==> config.mk <==
export PLATFORM = sky130hd
export DESIGN_NAME = msem_front
export DESIGN_NICKNAME = d
export VERILOG_FILES = /design/src/rtl/mailbox_semaphore_table_unit_macros.svh /design/src/rtl/msem_pkg.sv /design/src/rtl/msem_front.sv
export SDC_FILE = /design/constraint.sdc
export NUM_CORES = 1
export LEC_CHECK = 0
export BUFFER_PORTS_ARGS = -buffer_cell sky130_fd_sc_hd__buf_2
export CAP_MARGIN = 20
export CORE_AREA = 2 2 57 59
export DETAILED_ROUTE_END_ITERATION = 7
export DIE_AREA = 0 0 59 61
export PLACE_DENSITY = 0.84
export SYNTH_ARGS = -nofsm -noshare
export SYNTH_HDL_FRONTEND = slang
export SYNTH_SLANG_ARGS = --single-unit
==> constraint.sdc <==
create_clock -name vclk -period 1.15
set_input_delay 0.115 -clock vclk [all_inputs]
set_output_delay 0.115 -clock vclk [all_outputs]
set_load 0.02 [all_outputs]
==> src/rtl/mailbox_semaphore_table_unit_macros.svh <==
// assertion macros for the mailbox and semaphore table
`ifndef MAILBOX_SEMAPHORE_TABLE_UNIT_MACROS_SVH
`define MAILBOX_SEMAPHORE_TABLE_UNIT_MACROS_SVH

// same-cycle implication, checked outside reset
`define MSEM_ASSERT_NOW(label, ante, cons, msg) \
  label: assert property (@(posedge clk) disable iff (!rst_n) (ante) |-> (cons)) \
    else $error(msg);

// next-cycle implication, checked outside reset
`define MSEM_ASSERT_NEXT(label, ante, cons, msg) \
  label: assert property (@(posedge clk) disable iff (!rst_n) (ante) |=> (cons)) \
    else $error(msg);

`endif

==> src/rtl/msem_pkg.sv <==
// shared types and constants for the mailbox and semaphore table
package msem_pkg;

  localparam int DATA_W  = 32;
  localparam int COUNT_W = 16;
  localparam int SLOT_W  = 12;
  localparam int WORD_W  = DATA_W + COUNT_W;

  // request opcodes
  localparam logic [2:0] OP_SEND = 3'd0;
  localparam logic [2:0] OP_GET  = 3'd1;
  localparam logic [2:0] OP_INIT = 3'd2;
  localparam logic [2:0] OP_TAKE = 3'd3;
  localparam logic [2:0] OP_GIVE = 3'd4;

  // result status codes
  localparam logic [1:0] ST_OK      = 2'd0;
  localparam logic [1:0] ST_RANGE   = 2'd1;
  localparam logic [1:0] ST_UNAVAIL = 2'd2;

  localparam logic signed [COUNT_W-1:0] COUNT_MAX = 16'sh7FFF;
  localparam logic signed [COUNT_W-1:0] COUNT_ONE = 16'sd1;

  typedef struct packed {
    logic        [2:0]         op;
    logic signed [DATA_W-1:0]  slot_index;
    logic signed [DATA_W-1:0]  write_data;
    logic signed [COUNT_W-1:0] init_count;
  } in_item_t;

  typedef struct packed {
    logic        [1:0]        status;
    logic signed [DATA_W-1:0] read_data;
  } out_item_t;

  // classified command kinds
  typedef enum logic [2:0] {
    CMD_SEND,
    CMD_GET,
    CMD_INIT,
    CMD_TAKE,
    CMD_GIVE,
    CMD_NOP,
    CMD_RANGE
  } cmd_kind_t;

  typedef struct packed {
    cmd_kind_t                 kind;
    logic        [SLOT_W-1:0]  slot;
    logic signed [DATA_W-1:0]  write_data;
    logic signed [COUNT_W-1:0] init_count;
  } cmd_t;

endpackage

==> src/rtl/msem_front.sv <==
// request classifier: opcode decode and slot range checks
module msem_front
  import msem_pkg::*;
#(
  parameter int POOL_DEPTH = 256,
  parameter int SEM_BASE   = 128,
  parameter int SEM_LAST   = 255
) (
  input  in_item_t item,
  output cmd_t     cmd
);

  // semaphore numbers run from 0 to SEM_SPAN-1
  localparam int SEM_TOP  = (SEM_LAST + 1 < POOL_DEPTH) ? SEM_LAST + 1 : POOL_DEPTH;
  localparam int SEM_SPAN = SEM_TOP - SEM_BASE;

  logic [DATA_W-1:0] mag;
  logic              mbox_ok;
  logic              sem_ok;

  // index checks against the pool and the semaphore window
  assign mag     = {1'b0, item.slot_index[DATA_W-2:0]};
  assign mbox_ok = !item.slot_index[DATA_W-1] && (mag < DATA_W'(POOL_DEPTH));
  assign sem_ok  = (SEM_SPAN > 0) && !item.slot_index[DATA_W-1]
                   && (mag < DATA_W'(SEM_SPAN));

  // opcode decode
  always_comb begin
    cmd.write_data = item.write_data;
    cmd.init_count = item.init_count;
    cmd.slot       = '0;
    cmd.kind       = CMD_NOP;
    unique case (item.op) inside
      OP_SEND, OP_GET: begin
        cmd.slot = item.slot_index[SLOT_W-1:0];
        if (!mbox_ok) begin
          cmd.kind = CMD_RANGE;
        end else if (item.op == OP_SEND) begin
          cmd.kind = CMD_SEND;
        end else begin
          cmd.kind = CMD_GET;
        end
      end
      OP_INIT, OP_TAKE, OP_GIVE: begin
        cmd.slot = item.slot_index[SLOT_W-1:0] + SLOT_W'(SEM_BASE);
        if (!sem_ok) begin
          cmd.kind = CMD_RANGE;
        end else if (item.op == OP_INIT) begin
          cmd.kind = CMD_INIT;
        end else if (item.op == OP_TAKE) begin
          cmd.kind = CMD_TAKE;
        end else begin
          cmd.kind = CMD_GIVE;
        end
      end
      default: begin
        cmd.kind = CMD_NOP;
      end
    endcase
  end

endmodule

======== After elaboration in Yosys (flattened, before gate mapping) ========
Index checks and enable logic that the tools add are counted.
storage, ports and cells
  bits in writable memories ............... 0
  output and inout port bits .............. 63
  ROM bits ................................ 0
  bits of input ports ..................... 83
  bits in registers ....................... 0
  latch bits .............................. 0
  logic and storage cells ................. 20
  memories ................................ 0
cells by class
  mux-type cells .......................... 7
  bitwise logic cells ..................... 0
  shift operators ......................... 0
  multiply operators ...................... 0
  div/mod/pow operators ................... 0
  reduce and logical (&&, ||, !) cells .... 6
  equal/unequal tests ..................... 4
  $add $sub $neg .......................... 1
  order comparisons ....................... 2
operators with widths
  kind                                                         count
  less-than comparator 31 x 8 -> 1 bit, second input constant  1
  less-than comparator 31 x 9 -> 1 bit, second input constant  1
  case mux 12 bit (2 select lines)                             1
  adder 12 x 8 -> 12 bit, second input constant                1
  two-way mux 3 bit                                            4
  == test 3 x 2 -> 1 bit, second input constant                2
  case mux 3 bit (2 select lines)                              1
  == test 3 x 1 -> 1 bit, second input constant                1
  == test 3 bit, second input constant                         1
  logical NOT 3 bit                                            1
  OR reduction 3 bit                                           1
  logical AND 1 bit                                            2
  OR reduction 2 bit                                           1
  logical NOT 1 bit                                            1
  two-way mux 1 bit                                            1

======== Logic depth before layout (Yosys ltp) ========
  depth after elaboration ................. 5
  depth in mapped cells ................... 5

======== Worst setup path after synthesis ========
No wires, ideal clock.
  path type ............................... in2out
  start ................................... in item[55] (netlist name)
  end ..................................... out cmd[57] (netlist name)
  stages on the path ...................... 5
  data required time ...................... 1.035 ns
  setup slack ............................. -0.087 ns
  arrival ................................. 1.122 ns
  path buffers ............................ 0
  cell sequence ........................... ha_1 nand2b_1 a21oi_1 a21oi_1 o21ai_0
RTL lines
  element      RTL line          RTL
  from (decl)  msem_front.sv:9   input in_item_t item,
  to (decl)    msem_front.sv:10  output cmd_t cmd

==> metrics.md <==
| Metric | Value |
|---|---|
| Status | `complete, but fails checks` |
| Failing checks | `setup timing` |
| Fmax | `837.2 MHz` |
| Final instance area | `867.1 um2` |
| Hold Slack | `0.2300 ns` |
| Max Cap Viol | `0` |
| Slew Limit Fails | `0` |
| Dpl ws | `-0.1650 ns` |
| Sequential share of the synthesized area | `0%` |
| Fin crit share | `103.9%` |
| Crit. End Element | `output pin` |
| Area leader, netlist | `buf_4` |
| ANT nets after route | `0` |
| Worst slew pin tran | `0.2164 ns` |
| Netlist cell types | `28` |
| Largest net degree at the start of global routing | `12` |
| Number of I/O pins | `146` |
| Final setup fails | `1` |
| Register Area | `0 um2` |
| Placeable Area | `2953 um2` |
| Die Footprint | `3599 um2` |
| Vias | `702` |
| Slew headroom | `85.44%` |
| DR vias/cell | `4.808` |
| Pwr Density | `390.6 nW/um2` |
| Final Net Count | `200` |
| Initial antenna violation count | `0` |
| Syn_nets | `190` |
| Post-CTS setup buffers | `0` |
| Final hold vios | `0` |
| Sequential cells | `0` |
| Die W | `59 um` |
| Synth Instances | `105` |
| Clock buffer count | `0` |
| Starting Density | `24.83%` |
| Fillers | `337` |
| Drt drc | `0` |
| DR pass1 iterations | `4` |
| Hpwl dp | `1606 um` |
| Post-Syn Area | `733.2 um2` |
| Final WL | `1931 um` |
| Hold-fix buffer count after cts | `0` |
| Top cell type's share of synthesized area | `50.17%` |
| PortBufs | `50` |
| Die H | `61 um` |
| Vias in the first global route | `572` |
| Peak supply drop | `150.3 uV` |
| Final WS setup | `-0.04440 ns` |
| Min Tclk post-route | `1.194 ns` |
| Avg Inst Size Synth | `6.983 um2` |
| Crit-path max FO | `3` |
| Layout overhead on the synthesized area | `18.26%` |
| CP Data Arrival Time | `1.08 ns` |
| RSZ-0062 raised after global routing | `true` |
| Critical path class | `in2out` |
| Number of DRC markers in iteration 0 | `5` |
| Largest cells by area after synthesis | `buf_4 50%, and2_1 6.0%, nor4_2 5.1%` |
| Hold Crit Class | `in2out` |
| Final GP Congestion | `0.8462` |
| Placed cells | `146` |
| Total gr overflow | `0` |
| Row cnt | `20` |
| Dpl cell area | `711.9 um2` |
| Leakage power | `0.3961 nW` |
| Worst EP required | `1.03 ns` |
| N_diodes | `0` |
| Layout cells sized above 1 | `62.83%` |
| Wire per inst | `13.23 um` |
| Final Non-Filler Cells | `146` |
| Yosys Warn Count | `0` |
| First-pass GRT wire length | `2663 um` |
| Total global-route track usage | `9.392%` |
| Setup crit start kind | `input pin` |
logic make-up after synthesis:
kind of cell	count (synthesis)	synth area share, %
AO/OA/AOI/OAI	17	15.53
XOR/XNOR	2	2.390
adder cells (fa/ha/maj)	2	3.412
buffers and inverters	53	52.39
AND/OR/NAND/NOR	31	26.28
stage by stage:
step	TNS, ns	utilization (%)	total power [mW]
2_1_floorplan	0	-	0.3817
3_3_place_gp	-0.5068	24.11	0.2756
3_5_place_dp	-0.5247	24.11	0.2791
4_1_cts	-0.09658	27.50	0.3188
5_1_grt	-0.3248	29.36	0.3684
6_report	-0.04440	29.36	0.3387
report_power, final:
group          switching [mW]  internal, mW  total [mW]
Clock                       0             0           0
Combinational           0.164         0.175       0.339
Sequential                  0             0           0
Total                   0.164         0.175       0.339
worst max-delay path, stage by stage:
cell and delay (ns):
buf_6 0.10, nor4_4 0.26, nand4_1 0.13, nor2_2 0.15, o221a_1 0.21, buf_6 0.12
synth_stat cells:
| cell type | n |
|---|---|
| o311a_1 | 1 |
| nand4_1 | 1 |
| a22o_1 | 1 |
| o311a_2 | 1 |
| nor4_2 | 3 |
| inv_1 | 3 |
| nor2_1 | 1 |
| nor4_1 | 2 |
| and2_1 | 7 |
| buf_2 | 1 |
| nor2b_1 | 1 |
| a21boi_0 | 1 |
| a21oi_1 | 3 |
| o221a_1 | 1 |
| buf_4 | 49 |
| nor3_1 | 2 |
| nor3b_1 | 1 |
| nand2_1 | 6 |
| nand3_1 | 3 |
| nor2_2 | 1 |
| o21ai_1 | 1 |
| ha_1 | 2 |
| nand3b_1 | 2 |
| a22oi_1 | 1 |
| a21o_1 | 1 |
| nand2b_1 | 1 |
| o21ai_0 | 6 |
| xor2_1 | 2 |
cell usage in the layout, fill, tap and decap left out, drive strengths merged:
cell type / n
nor2b: 1
nand2: 6
a21oi: 3
a21boi: 1
o21ai: 7
nand3: 3
nand4: 1
nor3b: 1
nand2b: 1
a22oi: 1
o311a: 2
nor3: 2
nor2: 2
nand3b: 2
xor2: 2
inv: 3
nor4: 5
o221a: 1
a22o: 1
a21o: 1
and2: 7
buf: 58
ha: 2
final cells by class:
type	count	area, um2	area share, %
Multi-Input combinational cell	52	415.4	47.91
Timing Repair Buffer	58	394.1	45.45
Tap cell	33	41.29	4.762
Inverter	3	16.27	1.876
routing by layer:
layer	GRT usage (%)	wire, um	share of wire, %
met4	8.442	112	5.8
met5	0	0	0
met1	9.735	626	32
met2	15.87	967	50
met3	2.132	224	12
repair_timing:
item                                    4_1_cts  5_1_grt
endpoints found under the setup margin        6        7
resized for setup                            23       15
pin swaps                                     7        6
worst paths after layout:
path | from | end | slack (ns) | depth (start not counted)
max | item[57] | cmd[60] | -0.04 | 6
min | item[43] | cmd[43] | 0.23 | 0
No activity file was read; power rests on OpenSTA's default activity.
