===== src/rtl/mailbox_semaphore_table_unit_macros.svh =====
// assertion macros for the mailbox and semaphore table
`ifndef MAILBOX_SEMAPHORE_TABLE_UNIT_MACROS_SVH
`define MAILBOX_SEMAPHORE_TABLE_UNIT_MACROS_SVH

// same-cycle implication, checked outside reset
`define MSEM_ASSERT_NOW(label, ante, cons, msg) \
  label: assert property (@(posedge clk) disable iff (!rst_n) (ante) |-> (cons)) \
    else $error(msg);

// next-cycle implication, checked outside reset
`define MSEM_ASSERT_NEXT(label, ante, cons, msg) \
  label: assert property (@(posedge clk) disable iff (!rst_n) (ante) |=> (cons)) \
    else $error(msg);

`endif


===== src/rtl/msem_pkg.sv =====
// shared types and constants for the mailbox and semaphore table
package msem_pkg;

  localparam int DATA_W  = 32;
  localparam int COUNT_W = 16;
  localparam int SLOT_W  = 12;
  localparam int WORD_W  = DATA_W + COUNT_W;

  // request opcodes
  localparam logic [2:0] OP_SEND = 3'd0;
  localparam logic [2:0] OP_GET  = 3'd1;
  localparam logic [2:0] OP_INIT = 3'd2;
  localparam logic [2:0] OP_TAKE = 3'd3;
  localparam logic [2:0] OP_GIVE = 3'd4;

  // result status codes
  localparam logic [1:0] ST_OK      = 2'd0;
  localparam logic [1:0] ST_RANGE   = 2'd1;
  localparam logic [1:0] ST_UNAVAIL = 2'd2;

  localparam logic signed [COUNT_W-1:0] COUNT_MAX = 16'sh7FFF;
  localparam logic signed [COUNT_W-1:0] COUNT_ONE = 16'sd1;

  typedef struct packed {
    logic        [2:0]         op;
    logic signed [DATA_W-1:0]  slot_index;
    logic signed [DATA_W-1:0]  write_data;
    logic signed [COUNT_W-1:0] init_count;
  } in_item_t;

  typedef struct packed {
    logic        [1:0]        status;
    logic signed [DATA_W-1:0] read_data;
  } out_item_t;

  // classified command kinds
  typedef enum logic [2:0] {
    CMD_SEND,
    CMD_GET,
    CMD_INIT,
    CMD_TAKE,
    CMD_GIVE,
    CMD_NOP,
    CMD_RANGE
  } cmd_kind_t;

  typedef struct packed {
    cmd_kind_t                 kind;
    logic        [SLOT_W-1:0]  slot;
    logic signed [DATA_W-1:0]  write_data;
    logic signed [COUNT_W-1:0] init_count;
  } cmd_t;

endpackage


===== src/rtl/msem_queue.sv =====
// two-entry command queue between the classifier and the executor
module msem_queue
  import msem_pkg::*;
(
  input  logic clk,
  input  logic rst_n,
  input  logic push,
  input  cmd_t push_cmd,
  output logic full,
  input  logic pop,
  output cmd_t pop_cmd,
  output logic empty
);

  cmd_t       entry_r [2];
  logic       wr_ptr_r;
  logic       rd_ptr_r;
  logic [1:0] count_r;

  assign full    = (count_r == 2'd2);
  assign empty   = (count_r == 2'd0);
  assign pop_cmd = entry_r[rd_ptr_r];

  // pointer and fill tracking
  always_ff @(posedge clk) begin
    if (!rst_n) begin
      wr_ptr_r <= 1'b0;
      rd_ptr_r <= 1'b0;
      count_r  <= 2'd0;
    end else begin
      if (push) begin
        wr_ptr_r <= !wr_ptr_r;
      end
      if (pop) begin
        rd_ptr_r <= !rd_ptr_r;
      end
      if (push && !pop) begin
        count_r <= count_r + 2'd1;
      end else if (pop && !push) begin
        count_r <= count_r - 2'd1;
      end
    end
  end

  // entry storage
  always_ff @(posedge clk) begin
    if (push) begin
      entry_r[wr_ptr_r] <= push_cmd;
    end
  end

endmodule


===== config.mk =====
export PLATFORM = sky130hd
export DESIGN_NAME = msem_queue
export DESIGN_NICKNAME = d
export VERILOG_FILES = /design/src/rtl/mailbox_semaphore_table_unit_macros.svh /design/src/rtl/msem_pkg.sv /design/src/rtl/msem_queue.sv
export SDC_FILE = /design/constraint.sdc
export NUM_CORES = 1
export LEC_CHECK = 0
export BUFFER_PORTS_ARGS = -buffer_cell sky130_fd_sc_hd__buf_2
export CAP_MARGIN = 20
export CORE_MARGIN = 3
export CORE_UTILIZATION = 26
export DETAILED_ROUTE_END_ITERATION = 6
export PLACE_DENSITY = 0.43
export SETUP_SLACK_MARGIN = 0.1
export SYNTH_ARGS = -nofsm -noshare
export SYNTH_HDL_FRONTEND = slang
export SYNTH_SLANG_ARGS = --single-unit

===== constraint.sdc =====
create_clock -name clk -period 3.9 [get_ports clk]
set_input_delay 0.78 -clock clk [delete_from_list [all_inputs] [get_ports clk]]
set_output_delay 0.78 -clock clk [all_outputs]
set_load 0.02 [all_outputs]

# ---- Word level (Yosys, flattened, before mapping)
# Memories as Yosys holds them, arrays and structs flattened. A register that Yosys moved wholly into a read port is not among the register bits.
# Cells that the tools add are included.
dict set report word_totals {
  reg_bits 4
  ramBits 126
  inputBits 67
  out_inout_bits 65
  wordCells 21
  n_memories 1
}
# memory words word_bits rd rd_clocked_by_memory_dff wr line
set memory_table {}
lappend memory_table {entry_r 2 63 1 1 1 msem_queue.sv:15} ;# cmd_t entry_r [2];
dict set report classes {
  n_addsub 2
  n_eq_ne 1
  mux 6
  n_reduce_logical 8
}
# cell n
set ops {}
lappend ops {{logical NOT 1 bit} 4}
lappend ops {{2-to-1 mux 1 bit} 4}
lappend ops {{2-to-1 mux 2 bit} 2}
lappend ops {{adder 2 x 1 -> 2 bit (second input constant)} 1}
lappend ops {{== test 2 bit (second input constant)} 1}
lappend ops {{logical AND 1 bit} 2}
lappend ops {{logical NOT 2 bit} 1}
lappend ops {{nonzero test 2 bit} 1}
lappend ops {{subtractor 2 x 1 -> 2 bit (second input constant)} 1}

# ---- Longest topological paths before layout
# Gate-level depths: netlist of run 1.
dict set report logic_depth {
  ltp_word 4
  ltp_mapped 5
  mapped_depth_nobuf 5
}

# ---- Least setup slack after synthesis of run 1
# Ideal clock, no wire load.
dict set report synth_timing {
  path_kind {input -> register}
  startpoint {in push}
  endpoint {mem entry_r[0][0] (netlist bit), enable pin}
  setup_ps 493
  t_arrival_ps 3583
  required_ps 3407
  path_slack_ps -175
  path_stages 1
  n_path_buf 0
  path_cell_list {nor2b_1}
}
dict set report synth_via {
  elab_chain_len 2
}
# item line
set synth_rtl {}
lappend synth_rtl {{from (decl)} msem_queue.sv:7} ;# input logic push,
lappend synth_rtl {{2-to-1 mux 1 bit} msem_queue.sv:47} ;# if (push) begin
lappend synth_rtl {{2-to-1 mux 1 bit (not written as such)} msem_queue.sv:48} ;# entry_r[wr_ptr_r] <= push_cmd;
lappend synth_rtl {{to (decl)} msem_queue.sv:15}
# No other way between the ends.

==> results.py, run 1 <==
metrics = {
    "clock_network": {
        "cts_resized": 0,
        "cts_setup_buffers": 0,
        "clkTransAtPathRegs_ns": 0.05,
        "cts_tree": "done",
        "cts_sinks": 131,
        "cts_inserted_buffers": 17,
        "h-tree-depth": 4,
        "clk_latency_ns": 0.41,
        "hold_buffers": 0,
        "clockRootBuffer": "clkbuf_16",
        "cts_buffer_depth": 2,
    },
    "yosys": {
        "yosysSeqAreaShare": 0.812,
        "synth.net_count": 286,
        "syn-mean-instance-area_um2": 21.9,
        "synth_warnings": 0,
        "ys_seq_elements": 131,
        "syn_inst": 218,
        "synthesis.area_um2": 4780,
        "synth.distinct_cells": 17,
    },
    "worst_setup_path": {
        "arrival_ns": 2.01,
        "critPathKind": "flop to output port",
        "crit_fanout": 63,
        "startpoint_type": "flop",
        "cp-end-kind": "output port",
        "crit_required_ns": 3.12,
    },
    "global_routing": {
        "grt_max_degree": 64,
        "grt_pass1_vias": 2730,
        "grt_pass1_wl_um": 14600,
        "antenna_found_initial": 1,
        "overflow": 0,
        "grt_use_total": 0.0978,
    },
    "placed_design": {
        "io_buffer_count": 131,
        "gp_congestion": 0.676,
        "dp_hpwl_um": 5810,
    },
    "power_and_ir_drop": {
        "power.density_nw_per_um2": 571,
        "vdd_drop_max_v": 0.000322,
        "p_total_mw": 3.57,
        "p_leak_nw": 2.33,
    },
    "floorplan": {
        "start_util": 0.271,
        "pin_count": 132,
        "dieArea_um2": 20100,
        "die_h_um": 142,
        "die_x_um": 142,
        "core_region_area_um2": 17700,
        "rows": 48,
    },
    "run": {
        "cap_violations": 0,
    },
    "finish": {
        "syn2layout_area_growth_pct": 30.7,
        "fill_cells": 1757,
        "insertedDiodeCount": 0,
        "fin_nets": 431,
        "drive_gt1_frac": 0.606,
    },
    "sta": {
        "fmax_mhz": 359,
        "setup_viol": 0,
        "slew_violations": 0,
        "fin_crit_ns": 2.79,
        "period_share": 0.715,
        "tns_ns": 0,
        "worst_pin_slew_ns": 0.932,
        "slew_headroom": 0.379,
        "hold_viol_final": 0,
        "rsz0062_at_grt": "no",
        "skew_ns": 0.00733,
    },
    "route": {
        "drc": 0,
        "drtAntennaViolNets": 0,
        "drtPass1Iterations": 6,
        "wl_per_cell_um": 15.7,
        "viasPerCell": 4.13,
        "wirelength_um": 9440,
        "vias": 2484,
        "drt_iter0_drc": 83,
    },
    "outcome": {
        "status": "completed",
    },
    "worst_hold_path": {
        "hold_path_class": "flop to flop",
    },
}
-- routing by layer --
metal  GRT usage  up-vias  wire (um)
li1            -     1150          -
met1       0.108     1233       3830
met2       0.163       89       4740
met3      0.0465       10        735
met4      0.0379        2        116
met5           0        -         13
-- per-stage QoR --
stage	util	instance area [um2]	instances	worst slack (ns)	hold WS, ns
finish	0.354	6250	601	1.11	0.496
global route	0.354	6250	601	0.984	0.537
CTS	0.354	6250	601	1.02	0.504
detailed placement	0.322	5680	569	1.47	0.497
global placement	0.322	5680	569	1.50	0.485
floorplan	-	4790	218	1.02	0.466
-- cell type report --
cell class | count | area [um2] | share of cell area
clock inverters | 12 | 139 | 0.0222
multi-input cells | 79 | 835 | 0.133
flip-flops and latches | 131 | 3890 | 0.622
repair buffers | 133 | 671 | 0.107
inverters | 1 | 3.75 | 0.000600
well taps | 225 | 282 | 0.0450
clock buffers | 20 | 437 | 0.0698
-- flip-flops by register name, summed over array words and instances, names as in the netlist, named ones only --
name	cells
entry_r	126
count_r	2
rd_ptr_r	1
wr_ptr_r	1
-- Yosys cell counts --
library cell | instances | area share
o21ai_0 | 1 | 0.0010
nor2_1 | 1 | 0.00078
mux2_2 | 63 | 0.15
and2b_2 | 1 | 0.0018
xor2_1 | 2 | 0.0037
a21boi_1 | 1 | 0.0016
dfxtp_1 | 5 | 0.021
inv_1 | 1 | 0.00078
buf_6 | 6 | 0.014
nor2b_1 | 2 | 0.0026
and2_1 | 4 | 0.0052
or3_1 | 1 | 0.0013
xnor2_1 | 1 | 0.0018
ha_1 | 1 | 0.0026
o21a_1 | 1 | 0.0016
edfxtp_1 | 126 | 0.79
buf_2 | 1 | 0.0010
-- final timing paths --
path / startpoint / to / slack [ns] / depth (start not counted)
max: flop / pop_cmd[15] / 1.11 / 2
min: count_r[1]$_SDFFE_PN0P_ / count_r[1]$_SDFFE_PN0P_ / 0.50 / 2
max reg2reg: wr_ptr_r$_SDFFE_PN0P_ / entry_r[1][24]$_DFFE_PP_ / 2.29 / 1
min reg2reg: count_r[1]$_SDFFE_PN0P_ / count_r[1]$_SDFFE_PN0P_ / 0.50 / 2
-- cells by family (layout without fill, tap and decap cells) --
| logic type | Yosys count | in the layout | share of synthesized area |
|---|---|---|---|
| AND/OR/NAND/NOR | 9 | 9 | 0.0118 |
| flip-flops | 131 | 131 | 0.812 |
| AO/OA/AOI/OAI | 3 | 3 | 0.00418 |
| adder cells (fa/ha/maj) | 1 | 1 | 0.00261 |
| multiplexers | 63 | 63 | 0.148 |
| XOR/XNOR | 3 | 3 | 0.00549 |
| buffers and inverters | 8 | 166 | 0.0159 |
-- power by group --
group	internal (mW)	total (mW)	switching, mW
clock network	0.994	1.55	0.560
logic	0.150	0.345	0.195
registers	1.63	1.67	0.0436
-- worst max-delay path: stages, from the launching register on --
cell	delay, ns
dfxtp_4	0.95
mux2_2	0.45
buf_2	0.17
-- cell usage in the layout, fill, tap and decap left out, drive strengths merged, types with 2 or more instances in the layout --
cell type / instances
edfxtp: 126
and2: 4
xor2: 2
buf: 133
clkinv: 7
mux2: 63
dfxtp: 5
clkbuf: 20
clkinvlp: 2
nor2b: 2
bufinv: 3
Note: power is estimated with default switching activity, not from simulation.
==> run 2: changes to the inputs <==
--- a/config.mk
+++ b/config.mk
@@ -5,6 +5,7 @@
 export SDC_FILE = /design/constraint.sdc
 export NUM_CORES = 1
 export LEC_CHECK = 0
+export ABC_AREA = 1
 export BUFFER_PORTS_ARGS = -buffer_cell sky130_fd_sc_hd__buf_2
 export CAP_MARGIN = 20
 export CORE_MARGIN = 3
==> constraint.sdc (replaced) <==
create_clock -name clk -period 2.5 [get_ports clk]
set_input_delay 0.5 -clock clk [delete_from_list [all_inputs] [get_ports clk]]
set_output_delay 0.5 -clock clk [all_outputs]
set_load 0.02 [all_outputs]
==> results.py, run 2 <==
metrics = {
    "finish": {
        "syn2layout_area_growth_pct": 29.7,
        "largest_reg_flops": 126,
        "final_cell_mix": "131 x buf_2, 126 x edfxtp_1, 60 x mux2_4",
        "drive_gt1_frac": 0.580,
        "reg_top3": "entry_r: 126 flops, count_r: 2 flops",
        "fin_nets": 448,
        "largest_register": "entry_r",
        "final_area_um2": 6590,
        "final_common_cell": "buf_2",
        "post-route-util": 0.347,
        "insertedDiodeCount": 0,
    },
    "route": {
        "drc": 0,
        "wirelength_um": 9540,
        "viasPerCell": 3.91,
        "drtAntennaViolNets": 0,
        "drtPass1Iterations": 4,
        "wl_per_cell_um": 14.6,
        "vias": 2550,
        "drt_iter0_drc": 89,
    },
    "sta": {
        "slew_headroom": 0.661,
        "tns_ns": 0,
        "fin_ws_ns": 0.281,
        "hold_viol_final": 0,
        "slew_violations": 0,
        "rsz0062_at_grt": "no",
        "setup_viol": 0,
        "worst_pin_slew_ns": 0.509,
        "period_share": 0.887,
        "fin_crit_ns": 2.22,
        "skew_ns": 0.00417,
        "fmax_mhz": 451,
    },
    "power_and_ir_drop": {
        "p_switching_mw": 1.23,
        "p_leak_nw": 2.60,
        "p_seq_frac": 0.468,
        "power.density_nw_per_um2": 834,
        "vdd_drop_max_v": 0.000431,
        "p_total_mw": 5.49,
        "intPower_mw": 4.26,
        "pwr-share-clk": 0.423,
        "switching_share": 0.224,
        "pwr-share-comb": 0.109,
    },
    "floorplan": {
        "rows": 50,
        "dieArea_um2": 21200,
        "die_h_um": 146,
        "die_x_um": 146,
        "pin_count": 132,
        "core_region_area_um2": 19000,
        "start_util": 0.268,
    },
    "clock_network": {
        "clockRootBuffer": "clkbuf_16",
        "cts_inserted_buffers": 17,
        "cts_resized": 0,
        "cts_setup_buffers": 0,
        "clkTransAtPathRegs_ns": 0.06,
        "h-tree-depth": 4,
        "hold_buffers": 0,
        "cts_buffer_depth": 2,
        "clk_latency_ns": 0.40,
        "cts_sinks": 131,
        "cts_tree": "done",
    },
    "worst_setup_path": {
        "arrival_ns": 1.72,
        "crit_fanout": 63,
        "critPathKind": "flop to output port",
        "crit_required_ns": 2.00,
        "cp-end-kind": "output port",
        "startpoint_type": "flop",
    },
    "yosys": {
        "synth-edff-count": 126,
        "synth_warnings": 0,
        "yosysSeqAreaShare": 0.765,
        "async_flop_share": 0,
        "synthesis.area_um2": 5080,
        "yosys.area.top_type": "edfxtp_1",
        "synth_ff_type": "edfxtp_1",
        "ys_top_cells_by_area": "edfxtp_1 75%, mux2_4 18%, buf_12 2.4%",
        "synth.net_count": 299,
        "synth.distinct_cells": 14,
        "synth_commonest_cells": "126 x edfxtp_1, 60 x mux2_4, 9 x nor2_1",
        "ys_seq_elements": 131,
        "syn-mean-instance-area_um2": 22.0,
        "synth_most_common_cell": "edfxtp_1",
        "syn_inst": 231,
        "yosysTopAreaCellShare": 0.745,
    },
    "global_routing": {
        "grt_use_total": 0.0931,
        "grt_pass1_wl_um": 15000,
        "grt_pass1_vias": 2786,
        "overflow": 0,
        "antenna_found_initial": 1,
        "grt_max_degree": 64,
    },
    "placed_design": {
        "gp_congestion": 0.656,
        "dp_slack_ns": 0.676,
        "placed_area_um2": 6030,
        "io_buffer_count": 131,
        "dp_hpwl_um": 5990,
    },
    "outcome": {
        "status": "completed",
    },
    "worst_hold_path": {
        "hold_path_class": "input port to flop",
    },
    "run": {
        "cap_violations": 0,
    },
}
[run 2: kinds of logic (layout without fill, tap and decap cells)]
family,count (synthesis),in the layout,share of synthesized area
and+or+nand+nor,19,19,0.0148
adders and majority gates,1,1,0.00246
DFF,131,131,0.765
buffers and inverters,15,177,0.0318
AOI/OAI and AO/OA,2,2,0.00197
muxes,63,63,0.184
[run 2: final cells by class]
cell class / instances / area, um2
fillers: 1824 / 12400
flip-flops and latches: 131 / 3890
multi-input cells: 85 / 1040
repair buffers: 137 / 751
clock buffers: 21 / 440
well taps: 260 / 325
clock inverters: 11 / 113
inverters: 8 / 30.0
[run 2: path summary, 6_finish.rpt]
kind	startpoint	to	slack, ns	cells past startpoint
setup / recovery	flop	pop_cmd[54]	0.28	3
hold / removal	push_cmd[62]	entry_r[1][62]$_DFFE_PP_	0.28	1
setup reg to reg	wr_ptr_r$_SDFFE_PN0P_	entry_r[0][1]$_DFFE_PP_	1.14	2
hold reg to reg	rd_ptr_r$_SDFFE_PN0P_	flop	0.51	2
[run 2: power groups by stage]
| stage | registers, mW | logic (mW) | clock network [mW] |
|---|---|---|---|
| floorplan | 2.61 | 0.418 | 0 |
| global placement | 2.61 | 0.611 | 0 |
| detailed placement | 2.61 | 0.617 | 0 |
| CTS | 2.57 | 0.618 | 2.41 |
| global route | 2.58 | 0.647 | 2.53 |
| finish | 2.57 | 0.600 | 2.32 |
[run 2: routing by layer]
| layer | vias to the layer above | GRT usage | part of all wire |
|---|---|---|---|
| li1 | 1192 | - | - |
| met1 | 1257 | 0.103 | 0.41 |
| met2 | 85 | 0.154 | 0.50 |
| met3 | 14 | 0.0383 | 0.070 |
| met4 | 2 | 0.0470 | 0.020 |
| met5 | - | 0 | 0.0014 |
[run 2: metrics by stage]
step,std cells,hold WS (ns)
floorplan,231,0.463
global placement,621,0.482
detailed placement,621,0.493
CTS,653,0.254
global route,653,0.258
finish,653,0.282
[run 2: critical path, stage by stage (launching register included)]
cell	delay, ns
dfxtp_4	0.35
buf_12	0.40
mux2_2	0.39
buf_2	0.16
